## src/sv/websocket_frame_deframer_core_defines.svh

```systemverilog
// Assertion macros shared by the deframer RTL.
// Included by files that carry concurrent checks; no other dependencies.
`ifndef WEBSOCKET_FRAME_DEFRAMER_CORE_DEFINES_SVH
`define WEBSOCKET_FRAME_DEFRAMER_CORE_DEFINES_SVH

// Same-cycle implication, checked at every rising edge out of reset
`define WSFD_ASSERT_IMPL(lbl, clk, rst_n, ante, cons) \
    lbl: assert property (@(posedge clk) disable iff (!rst_n) (ante) |-> (cons)) \
        else $error("deframer check failed");

// Next-cycle implication, checked at every rising edge out of reset
`define WSFD_ASSERT_NEXT(lbl, clk, rst_n, ante, cons) \
    lbl: assert property (@(posedge clk) disable iff (!rst_n) (ante) |=> (cons)) \
        else $error("deframer check failed");

`endif

```

## src/sv/wsfd_pkg.sv

```systemverilog
// Shared types and constants for the WebSocket frame deframer.
// No dependencies; used by wsfd_parser and websocket_frame_deframer_core.
package wsfd_pkg;

    // Parser phase, one-hot
    typedef enum logic [4:0] {
        PH_HDR0 = 5'b00001,
        PH_HDR1 = 5'b00010,
        PH_EXT  = 5'b00100,
        PH_KEY  = 5'b01000,
        PH_DATA = 5'b10000
    } phase_t;

    // Header field constants
    localparam int unsigned FIN_BIT      = 7;
    localparam int unsigned MASK_BIT     = 7;
    localparam logic [6:0]  LEN7_EXT16   = 7'd126;
    localparam logic [6:0]  LEN7_EXT64   = 7'd127;
    localparam logic [3:0]  OPC_TEXT     = 4'h1;
    localparam logic [3:0]  EXT16_BYTES  = 4'd2;
    localparam logic [3:0]  EXT64_BYTES  = 4'd8;
    localparam logic [3:0]  KEY_BYTES    = 4'd4;

    // One result from the parser toward the output stage
    typedef struct packed {
        logic       valid;
        logic [7:0] data;
        logic       last;
        logic       fin;
    } result_t;

endpackage

```

## src/sv/websocket_frame_deframer_core.sv

```systemverilog
// Channel   | Dir | Signals                        | Content
// s_axis    | in  | tvalid tready tdata[7:0]       | received framed byte stream
// m_axis    | out | tvalid tready tdata tlast tuser| unmasked text payload bytes
//
// One byte per cycle in while tready is high, zero or one result per byte out.
// Header parse, length count and unmask run in wsfd_parser as a single update
// per byte; a result register plus one skid entry decouple the output.
// s_axis_tready drops only while the skid entry is occupied.
// Reset (rst_n low, asynchronous) returns the parser to the first header byte
// and empties both output entries.
// Depends on wsfd_pkg, wsfd_parser and websocket_frame_deframer_core_defines.svh.
`include "websocket_frame_deframer_core_defines.svh"

module websocket_frame_deframer_core #(
    parameter int LENGTH_BITS = 64
) (
    input  logic       clk,
    input  logic       rst_n,
    input  logic       s_axis_tvalid,
    output logic       s_axis_tready,
    input  logic [7:0] s_axis_tdata,    // [7:0] in_byte
    output logic       m_axis_tvalid,
    input  logic       m_axis_tready,
    output logic [7:0] m_axis_tdata,    // [7:0] out_byte
    output logic       m_axis_tlast,    // frame_end
    output logic [0:0] m_axis_tuser     // [0] frame_fin
);

    wsfd_pkg::result_t res;
    logic              in_accept;
    logic              out_pop;

    logic              out_valid_reg, out_valid_next;
    logic [7:0]        out_data_reg, out_data_next;
    logic              out_last_reg, out_last_next;
    logic              out_fin_reg, out_fin_next;
    logic              skid_valid_reg, skid_valid_next;
    logic [7:0]        skid_data_reg, skid_data_next;
    logic              skid_last_reg, skid_last_next;
    logic              skid_fin_reg, skid_fin_next;

    assign s_axis_tready = !skid_valid_reg;
    assign in_accept     = s_axis_tvalid && s_axis_tready;
    assign out_pop       = out_valid_reg && m_axis_tready;

    wsfd_parser #(
        .LENGTH_BITS (LENGTH_BITS)
    ) u_parser (
        .clk      (clk),
        .rst_n    (rst_n),
        .in_valid (in_accept),
        .in_byte  (s_axis_tdata),
        .res      (res)
    );

    // Output register with one skid entry
    always_comb
    begin
        out_valid_next  = out_valid_reg;
        out_data_next   = out_data_reg;
        out_last_next   = out_last_reg;
        out_fin_next    = out_fin_reg;
        skid_valid_next = skid_valid_reg;
        skid_data_next  = skid_data_reg;
        skid_last_next  = skid_last_reg;
        skid_fin_next   = skid_fin_reg;
        if (skid_valid_reg)
        begin
            if (out_pop)
            begin
                out_data_next   = skid_data_reg;
                out_last_next   = skid_last_reg;
                out_fin_next    = skid_fin_reg;
                skid_valid_next = 1'b0;
            end
        end
        else if (res.valid)
        begin
            if (!out_valid_reg || out_pop)
            begin
                out_valid_next = 1'b1;
                out_data_next  = res.data;
                out_last_next  = res.last;
                out_fin_next   = res.fin;
            end
            else
            begin
                skid_valid_next = 1'b1;
                skid_data_next  = res.data;
                skid_last_next  = res.last;
                skid_fin_next   = res.fin;
            end
        end
        else if (out_pop)
        begin
            out_valid_next = 1'b0;
        end
    end

    always_ff @(posedge clk or negedge rst_n)
    begin
        if (!rst_n)
        begin
            out_valid_reg  <= 1'b0;
            skid_valid_reg <= 1'b0;
        end
        else
        begin
            out_valid_reg  <= out_valid_next;
            skid_valid_reg <= skid_valid_next;
        end
    end

    // Payload holds need no reset
    always_ff @(posedge clk)
    begin
        out_data_reg  <= out_data_next;
        out_last_reg  <= out_last_next;
        out_fin_reg   <= out_fin_next;
        skid_data_reg <= skid_data_next;
        skid_last_reg <= skid_last_next;
        skid_fin_reg  <= skid_fin_next;
    end

    assign m_axis_tvalid   = out_valid_reg;
    assign m_axis_tdata    = out_data_reg;
    assign m_axis_tlast    = out_last_reg;
    assign m_axis_tuser[0] = out_fin_reg;

    // Checks
    `WSFD_ASSERT_IMPL(a_skid_behind_out, clk, rst_n, skid_valid_reg, out_valid_reg)
    `WSFD_ASSERT_IMPL(a_no_result_when_full, clk, rst_n, res.valid, !skid_valid_reg)
    `WSFD_ASSERT_NEXT(a_skid_kept_on_stall, clk, rst_n,
                      skid_valid_reg && !m_axis_tready, skid_valid_reg)

endmodule

```

## src/sv/wsfd_parser.sv

```systemverilog
// Byte-wise WebSocket header parser and payload unmasker.
// Depends on wsfd_pkg (phase_t, result_t, header constants).
module wsfd_parser #(
    parameter int LENGTH_BITS = 64
) (
    input  logic               clk,
    input  logic               rst_n,
    input  logic               in_valid,   // byte accepted this cycle
    input  logic [7:0]         in_byte,
    output wsfd_pkg::result_t  res
);

    wsfd_pkg::phase_t        phase_reg, phase_next;
    logic [3:0]              cnt_reg, cnt_next;
    logic                    long_reg, long_next;
    logic [3:0]              opcode_reg, opcode_next;
    logic                    fin_reg, fin_next;
    logic                    masked_reg, masked_next;
    logic [LENGTH_BITS-1:0]  len_reg, len_next;     // remaining payload bytes
    logic                    ovf_reg, ovf_next;     // length overflowed LENGTH_BITS
    logic [31:0]             key_reg, key_next;
    logic [1:0]              kidx_reg, kidx_next;

    logic [6:0]              len7;
    logic [LENGTH_BITS-1:0]  len_shift;
    logic                    ovf_shift;
    logic [LENGTH_BITS-1:0]  len_final;
    logic [3:0]              cnt_inc;
    logic [7:0]              key_byte;

    assign len7      = in_byte[6:0];
    assign len_shift = {len_reg[LENGTH_BITS-9:0], in_byte};
    assign ovf_shift = ovf_reg | (|len_reg[LENGTH_BITS-1:LENGTH_BITS-8]);
    assign len_final = ovf_shift ? {LENGTH_BITS{1'b1}} : len_shift;
    assign cnt_inc   = cnt_reg + 4'd1;
    // first key byte received sits in bits 31..24
    assign key_byte  = key_reg[{~kidx_reg, 3'b000} +: 8];

    // Next-state logic for one accepted byte
    always_comb
    begin
        phase_next  = phase_reg;
        cnt_next    = cnt_reg;
        long_next   = long_reg;
        opcode_next = opcode_reg;
        fin_next    = fin_reg;
        masked_next = masked_reg;
        len_next    = len_reg;
        ovf_next    = ovf_reg;
        key_next    = key_reg;
        kidx_next   = kidx_reg;
        res         = '0;
        if (in_valid)
        begin
            case (phase_reg)
                wsfd_pkg::PH_HDR1:
                begin
                    masked_next = in_byte[wsfd_pkg::MASK_BIT];
                    key_next    = '0;
                    len_next    = '0;
                    ovf_next    = 1'b0;
                    cnt_next    = '0;
                    kidx_next   = '0;
                    if (len7 == wsfd_pkg::LEN7_EXT16)
                    begin
                        long_next  = 1'b0;
                        phase_next = wsfd_pkg::PH_EXT;
                    end
                    else if (len7 == wsfd_pkg::LEN7_EXT64)
                    begin
                        long_next  = 1'b1;
                        phase_next = wsfd_pkg::PH_EXT;
                    end
                    else
                    begin
                        len_next = {{(LENGTH_BITS-7){1'b0}}, len7};
                        if (in_byte[wsfd_pkg::MASK_BIT])
                            phase_next = wsfd_pkg::PH_KEY;
                        else if (len7 == 7'd0)
                            phase_next = wsfd_pkg::PH_HDR0;
                        else
                            phase_next = wsfd_pkg::PH_DATA;
                    end
                end
                wsfd_pkg::PH_EXT:
                begin
                    len_next = len_shift;
                    ovf_next = ovf_shift;
                    cnt_next = cnt_inc;
                    if (cnt_inc == (long_reg ? wsfd_pkg::EXT64_BYTES
                                             : wsfd_pkg::EXT16_BYTES))
                    begin
                        // length complete: saturate and move on
                        len_next  = len_final;
                        cnt_next  = '0;
                        kidx_next = '0;
                        if (masked_reg)
                            phase_next = wsfd_pkg::PH_KEY;
                        else if (len_final == '0)
                            phase_next = wsfd_pkg::PH_HDR0;
                        else
                            phase_next = wsfd_pkg::PH_DATA;
                    end
                end
                wsfd_pkg::PH_KEY:
                begin
                    key_next = {key_reg[23:0], in_byte};
                    cnt_next = cnt_inc;
                    if (cnt_inc == wsfd_pkg::KEY_BYTES)
                    begin
                        cnt_next   = '0;
                        kidx_next  = '0;
                        phase_next = (len_reg == '0) ? wsfd_pkg::PH_HDR0
                                                     : wsfd_pkg::PH_DATA;
                    end
                end
                wsfd_pkg::PH_DATA:
                begin
                    res.valid = (opcode_reg == wsfd_pkg::OPC_TEXT);
                    res.data  = in_byte ^ key_byte;
                    res.last  = (len_reg == {{(LENGTH_BITS-1){1'b0}}, 1'b1});
                    res.fin   = fin_reg;
                    len_next  = len_reg - {{(LENGTH_BITS-1){1'b0}}, 1'b1};
                    kidx_next = kidx_reg + 2'd1;
                    if (res.last)
                        phase_next = wsfd_pkg::PH_HDR0;
                end
                default:
                begin
                    // first header byte; reserved bits ignored
                    fin_next    = in_byte[wsfd_pkg::FIN_BIT];
                    opcode_next = in_byte[3:0];
                    phase_next  = wsfd_pkg::PH_HDR1;
                end
            endcase
        end
    end

    // State registers
    always_ff @(posedge clk or negedge rst_n)
    begin
        if (!rst_n)
        begin
            phase_reg  <= wsfd_pkg::PH_HDR0;
            cnt_reg    <= '0;
            long_reg   <= 1'b0;
            opcode_reg <= '0;
            fin_reg    <= 1'b0;
            masked_reg <= 1'b0;
            len_reg    <= '0;
            ovf_reg    <= 1'b0;
            key_reg    <= '0;
            kidx_reg   <= '0;
        end
        else
        begin
            phase_reg  <= phase_next;
            cnt_reg    <= cnt_next;
            long_reg   <= long_next;
            opcode_reg <= opcode_next;
            fin_reg    <= fin_next;
            masked_reg <= masked_next;
            len_reg    <= len_next;
            ovf_reg    <= ovf_next;
            key_reg    <= key_next;
            kidx_reg   <= kidx_next;
        end
    end

endmodule
```

## config.mk

```make
export PLATFORM = sky130hd
export DESIGN_NAME = websocket_frame_deframer_core
export DESIGN_NICKNAME = d
export VERILOG_FILES = /design/src/sv/wsfd_pkg.sv /design/src/sv/websocket_frame_deframer_core.sv /design/src/sv/wsfd_parser.sv
export VERILOG_INCLUDE_DIRS = /design/src /design/src/sv
export SDC_FILE = /design/constraint.sdc
export NUM_CORES = 1
export LEC_CHECK = 0
export BUFFER_PORTS_ARGS = -buffer_cell sky130_fd_sc_hd__buf_2
export CORE_MARGIN = 1.5
export CORE_UTILIZATION = 62
export DETAILED_ROUTE_END_ITERATION = 16
export HOLD_SLACK_MARGIN = 0.15
export PLACE_DENSITY = 0.86
export SLEW_MARGIN = 5
export SYNTH_ARGS = -nofsm -noshare
export SYNTH_HDL_FRONTEND = slang
export SYNTH_SLANG_ARGS = --single-unit
```

## constraint.sdc

```tcl
create_clock -name clk -period 2.6 [get_ports clk]
set_input_delay 0.26 -clock clk [delete_from_list [all_inputs] [get_ports clk]]
set_output_delay 0.26 -clock clk [all_outputs]
set_load 0.01 [all_outputs]
```

==> impl_metrics.yaml, run 1 <==
outcome:
  status: "finished clean"
final_layout:
  largest_reg_flops: 64
  layout.nets: 881
  drive_gt1_share_pct: 16.5
  final_area_um2: 9000
  nFillCells: 793
  area_growth_pct: 15.7
  fin_util_pct: 74.3
  antenna_cells: 0
setup_path:
  cp.required_ps: 2900
  startpoint_type: "flop"
  worst_ep_arrival_time_ps: 2800
  cp_max_fo: 6
  cp-end-kind: "flop"
  path_class: "flop to flop"
die:
  pin_count: 24
  die_x_um: 115
  start_util_pct: 64.3
  die_area_um2: 13200
  num_rows: 40
  dieHeight_um: 115
  coreArea_um2: 12100
synthesis:
  synthTopCellsByArea: "dfrtp_1, edfxtp_1, o21ai_0"
  muxShareOfSynthArea_pct: 4.90
  avgSynthCellArea_um2: 9.42
  yosysWarnings: 0
  synth_nets: 843
  synth_compound_area_share_pct: 22.4
  post_synth_num_cell_types: 66
  synthArstFlopShare_pct: 85.4
  netlist_area_um2: 7790
  synth-xor-area-share_pct: 1.35
  yosys.area_share.simple_pct: 22.0
  ys_seq_area_share_pct: 45.3
  synth_top_area_share_pct: 37.3
  synth_fa_ha_area_share_pct: 0.643
  synth_cells: 827
  synth_top_area_cell: "dfrtp_1"
  synth-main-ff-cell: "dfrtp_1"
  yosys_register_bits: 137
  synth-edff-count: 20
  synth_top_family_by_area: "compound AO/OA/AOI/OAI gates"
routing:
  antenna_left: 0
  routedWlPerCell_um: 22.3
  post-route-drc-count: 0
  vias_per_cell: 7.22
  first_pass_iters: 8
  wirelength_um: 23300
  initialDrtViolationCount: 1186
  vias: 7556
power_and_ir_drop:
  ir_worst_vdd_mv: 0.598
  p_leak_nw: 3.93
  pwr_density_cell_nw_per_um2: 1010
sta:
  hold_slack_ps: 163
  period_share_pct: 96.2
  fmax_ghz: 0.400
  slew_headroom_pct: 15.9
  tightest_slew_ps: 1260
  tns_ps: 0
  period_needed_ps: 2500
  skew_ps: 11.1
  report.final.slew_viol_count: 0
  hold_viol_final: 0
  final-setup-viol-count: 0
global_routing:
  grt_use_met3_pct: 8.01
  grt_pass1_vias: 7173
  grt_use_met1_pct: 49.1
  grt_pass1_wl_um: 36900
  grt_usage_pct: 36.0
  busiest_layer: "met2"
  grt_use_met2_pct: 55.0
  globalRouteOverflowTotal: 0
  antenna_found_initial: 0
  grt_max_degree: 65
clock_network:
  clk_latency_ps: 440
  htree_levels: 4
  clk_path_buf_depth: 2
  numCtsBuffers: 17
  clockRootBuffer: "clkbuf_16"
  cts_tree: "built"
  cts_sinks: 137
  path_clk_slew_ps: 60
job:
  cap_violations: 0
placement:
  place_hpwl_um: 14700
  place_area_um2: 8280
  io_buffers: 23
  gp_congestion: 0.927
min_path:
  hold_path_class: "input pin to flop"
==> worst max-delay path, cell delays in order (launching register included) <==
cell and delay, ps:
dfrtp_1 460, or4_1 590, or2_1 310, nor3_1 270, nand4_1 310, o211ai_1 290, o311ai_1 130
==> cell families after synthesis <==
kind of cell | after synthesis
buffers and inverters | 67
and+or+nand+nor | 311
muxes | 27
AOI/OAI and AO/OA | 269
DFF | 137
xor gates and xnor gates | 12
adders and majority gates | 4
==> cell usage after synthesis, drive strengths merged (7+ instances only) <==
| library cell | n |
|---|---|
| a21o | 14 |
| edfxtp | 20 |
| dfrtp | 116 |
| nand4 | 11 |
| nor4 | 29 |
| nand3 | 35 |
| or4 | 9 |
| mux2i | 10 |
| inv | 12 |
| nor2 | 64 |
| o311ai | 7 |
| a21oi | 32 |
| or3 | 12 |
| mux4 | 8 |
| xnor2 | 10 |
| nor3 | 31 |
| nand2 | 76 |
| mux2 | 9 |
| o211ai | 30 |
| a22o | 35 |
| clkbuf | 46 |
| o21ai | 109 |
| buf | 9 |
==> power by group <==
group          internal, W  switching (W)  total [W]
combinational      0.00131        0.00227    0.00358
clock              0.00161       0.000976    0.00258
sequential         0.00249       0.000435    0.00293
total              0.00541        0.00368    0.00909
==> through the flow <==
step	std cells	power [W]	setup WS [ps]
final	1046	0.00909	98.3
after global routing	1046	0.00950	-2.01
after global placement	1007	0.00609	167
after floorplan	827	0.00517	165
after CTS	1042	0.00888	68.8
after detailed placement	1007	0.00627	120
==> area by class of cell <==
| type | instances | area (um^2) | area share (%) |
|---|---|---|---|
| repair buffers | 74 | 563 | 6.25 |
| inverters | 12 | 45.0 | 0.500 |
| well taps | 168 | 210 | 2.33 |
| clock inverters | 8 | 108 | 1.19 |
| multi-input cells | 623 | 4030 | 44.7 |
| clock buffers | 24 | 524 | 5.82 |
| flip-flops and latches | 137 | 3530 | 39.2 |
==> cell usage in the layout, fill, tap and decap left out, types with 16 or more instances in the layout <==
| master | synthesis | layout |
|---|---|---|
| a21oi_1 | 32 | 32 |
| a22o_1 | 35 | 35 |
| buf_2 | 7 | 22 |
| buf_4 | 0 | 45 |
| clkbuf_16 | 0 | 20 |
| dfrtp_1 | 116 | 116 |
| edfxtp_1 | 20 | 20 |
| nand2_1 | 76 | 76 |
| nand3_1 | 34 | 32 |
| nor2_1 | 64 | 61 |
| nor3_1 | 25 | 25 |
| nor4_1 | 21 | 21 |
| o211ai_1 | 30 | 30 |
| o21ai_0 | 92 | 92 |
| o21ai_1 | 16 | 16 |
==> timing repair <==
action | 4_1_cts | 5_1_grt
gates resized for setup | 0 | 4
endpoints found under the setup margin | 0 | 20
setup buffers | 0 | 3
endpoints found under the hold margin | 89 | 0
hold buffers | 3 | 0
==> routing by layer <==
metal,part of all wire [%],routed length [um],up-vias
met3,11,2620,106
li1,-,-,3231
met5,0,0,-
met2,47,10900,594
met1,38,8930,3625
met4,3.4,789,0
==> worst paths after layout <==
check / from / to / slack [ps] / cells after the start
max in group asynchronous: rst_n / u_parser.phase_reg[0]$_DFFE_PN1P_ / 1570 / 3
min: s_axis_tdata[4] / u_parser.key_reg[4]$_DFFE_PN0P_ / 160 / 2
min in group asynchronous: rst_n / u_parser.len_reg[41]$_DFFE_PN0P_ / 270 / 2
min reg2reg: u_parser.key_reg[25]$_DFFE_PN0P_ / u_parser.key_reg[25]$_DFFE_PN0P_ / 510 / 1
max reg2reg: u_parser.len_reg[26]$_DFFE_PN0P_ / u_parser.len_reg[59]$_DFFE_PN0P_ / 100 / 6
max: u_parser.len_reg[26]$_DFFE_PN0P_ / u_parser.len_reg[59]$_DFFE_PN0P_ / 100 / 6
No activity file was read; power rests on OpenSTA's default activity.
==> run 2: changes to the inputs <==
--- a/config.mk
+++ b/config.mk
@@ -11,7 +11,7 @@
 export CORE_UTILIZATION = 62
 export DETAILED_ROUTE_END_ITERATION = 16
 export HOLD_SLACK_MARGIN = 0.15
-export PLACE_DENSITY = 0.86
+export PLACE_DENSITY = 0.87
 export SLEW_MARGIN = 5
 export SYNTH_ARGS = -nofsm -noshare
 export SYNTH_HDL_FRONTEND = slang
==> run 2 against run 1 <==
  * Total power shrank 1.9%
  * Non-clock buffer count shrank 3
  * Critical endpoint is now u_parser.phase_reg[2]$_DFFE_PN0P_
  * Cell area shrank 0.76%
  * Critical path type unchanged
==> impl_metrics.yaml, run 2 (synthesis results as in run 1) <==
outcome:
  status: "finished clean"
clock_network:
  clockRootBuffer: "clkbuf_16"
  numCtsBuffers: 17
  htree_levels: 4
  clk_path_buf_depth: 2
  cts_tree: "built"
  clk_latency_ps: 440
  path_clk_slew_ps: 60
  cts_sinks: 137
final_layout:
  largest_reg_flops: 64
  antenna_cells: 0
  drive_gt1_share_pct: 16.6
  layout.nets: 878
  final_common_cell: "dfrtp_1"
  area_growth_pct: 14.8
  final_cell_mix: "dfrtp_1, o21ai_0, nand2_1"
placement:
  gp_congestion: 0.895
  place_hpwl_um: 14500
  io_buffers: 23
routing:
  vias_per_cell: 7.15
  first_pass_iters: 7
  wirelength_um: 23000
  antenna_left: 0
  vias: 7462
  routedWlPerCell_um: 22.1
  initialDrtViolationCount: 1242
  post-route-drc-count: 0
job:
  cap_violations: 0
die:
  start_util_pct: 64.3
  pin_count: 24
  num_rows: 40
  die_area_um2: 13200
  die_x_um: 115
  coreArea_um2: 12100
  dieHeight_um: 115
sta:
  report.final.slew_viol_count: 0
  hold_viol_final: 0
  period_share_pct: 97.0
  final-setup-viol-count: 0
  tns_ps: 0
  skew_ps: 9.33
  tightest_slew_ps: 1220
  hold_slack_ps: 168
  fmax_ghz: 0.396
  slew_headroom_pct: 18.5
  period_needed_ps: 2520
power_and_ir_drop:
  p_total_w: 0.00892
  p_leak_nw: 3.89
  pwr_density_cell_nw_per_um2: 998
  ir_worst_vdd_mv: 0.494
global_routing:
  globalRouteOverflowTotal: 0
  grt_pass1_wl_um: 36600
  grt_pass1_vias: 7208
  antenna_found_initial: 0
  grt_max_degree: 63
  grt_usage_pct: 36.0
setup_path:
  r2r-end: "u_parser.phase_reg[2]$_DFFE_PN0P_"
  cp_max_fo: 6
  r2r_cells: 8
  timing.rr.start: "u_parser.cnt_reg[1]$_DFFE_PN0P_"
  cp.required_ps: 2920
  cp-end-kind: "flop"
  startpoint_type: "flop"
  worst_ep_arrival_time_ps: 2840
  path_class: "flop to flop"
  reg2reg_setup_slack_ps: 80
min_path:
  whs_endpoint: "u_parser.key_reg[5]$_DFFE_PN0P_"
  hold_depth: 2
  hold_path_class: "input pin to flop"
  hold_start: "s_axis_tdata[5]"
[run 2: cell types whose count changed in the layout (fill, tap and decap cells not counted), sizes merged]
cell and change:
clkinvlp +2, bufinv -1, clkinv -2, inv +4, buf -2, clkbuf -4
[run 2: area by class of cell]
type / instances / area (um^2)
multi-input cells: 623 / 4040
flip-flops and latches: 137 / 3530
fillers: 827 / 3180
repair buffers: 71 / 523
clock buffers: 21 / 482
well taps: 168 / 210
clock inverters: 11 / 110
inverters: 12 / 45.0
[run 2: routing by layer]
| layer | track usage, % | vias to the layer above | wire length (um) |
|---|---|---|---|
| met5 | 0 | - | 0 |
| met4 | 20.1 | 0 | 995 |
| met3 | 9.96 | 127 | 2580 |
| met2 | 54.8 | 602 | 10700 |
| met1 | 46.7 | 3530 | 8680 |
| li1 | - | 3203 | - |
[run 2: what timing repair did]
action | CTS | global route
setup buffers | 0 | 2
hold buffers | 3 | 0
hold endpoints to repair | 46 | 0
gates resized for setup | 0 | 6
setup endpoints to repair | 0 | 15
[run 2: critical path, cell delays in order (launching register included)]
cell and delay (ps):
dfrtp_1 430, ha_1 330, nor2b_1 150, or3b_1 400, a21oi_2 220, o211ai_1 210
buf_4 220, nor2_1 130, mux2_1 330
[run 2: how the worst max path moves through the flow]
stage                                            from                           endpoint  slack, ps  cells after the start
global placement      u_parser.len_reg[0]$_DFFE_PN0P_   u_parser.len_reg[46]$_DFFE_PN0P_        150                      8
global route         u_parser.len_reg[10]$_DFFE_PN0P_  u_parser.phase_reg[3]$_DFFE_PN0P_        -40                      6
finish                u_parser.cnt_reg[1]$_DFFE_PN0P_  u_parser.phase_reg[2]$_DFFE_PN0P_         80                      8
detailed placement    u_parser.cnt_reg[1]$_DFFE_PN0P_  u_parser.phase_reg[0]$_DFFE_PN1P_         60                      7
CTS                   u_parser.cnt_reg[1]$_DFFE_PN0P_  u_parser.phase_reg[0]$_DFFE_PN1P_         40                      7
floorplan           u_parser.phase_reg[2]$_DFFE_PN0P_          m_axis_tdata[0]$_DFFE_PP_        170                      7
[run 2: per-stage QoR]
stage	utilization (%)	worst slack, ps	std cells	area [um^2]
floorplan	-	165	827	7790
global placement	68.3	148	1006	8270
detailed placement	68.3	63.8	1006	8270
CTS	73.4	38.3	1041	8890
global route	73.8	-38.3	1043	8940
finish	73.8	77.7	1043	8940
[run 2: where the power goes]
part | internal, W | switching, W
Clock | 0.00144 | 0.000990
Sequential | 0.00249 | 0.000488
Combinational | 0.00131 | 0.00221
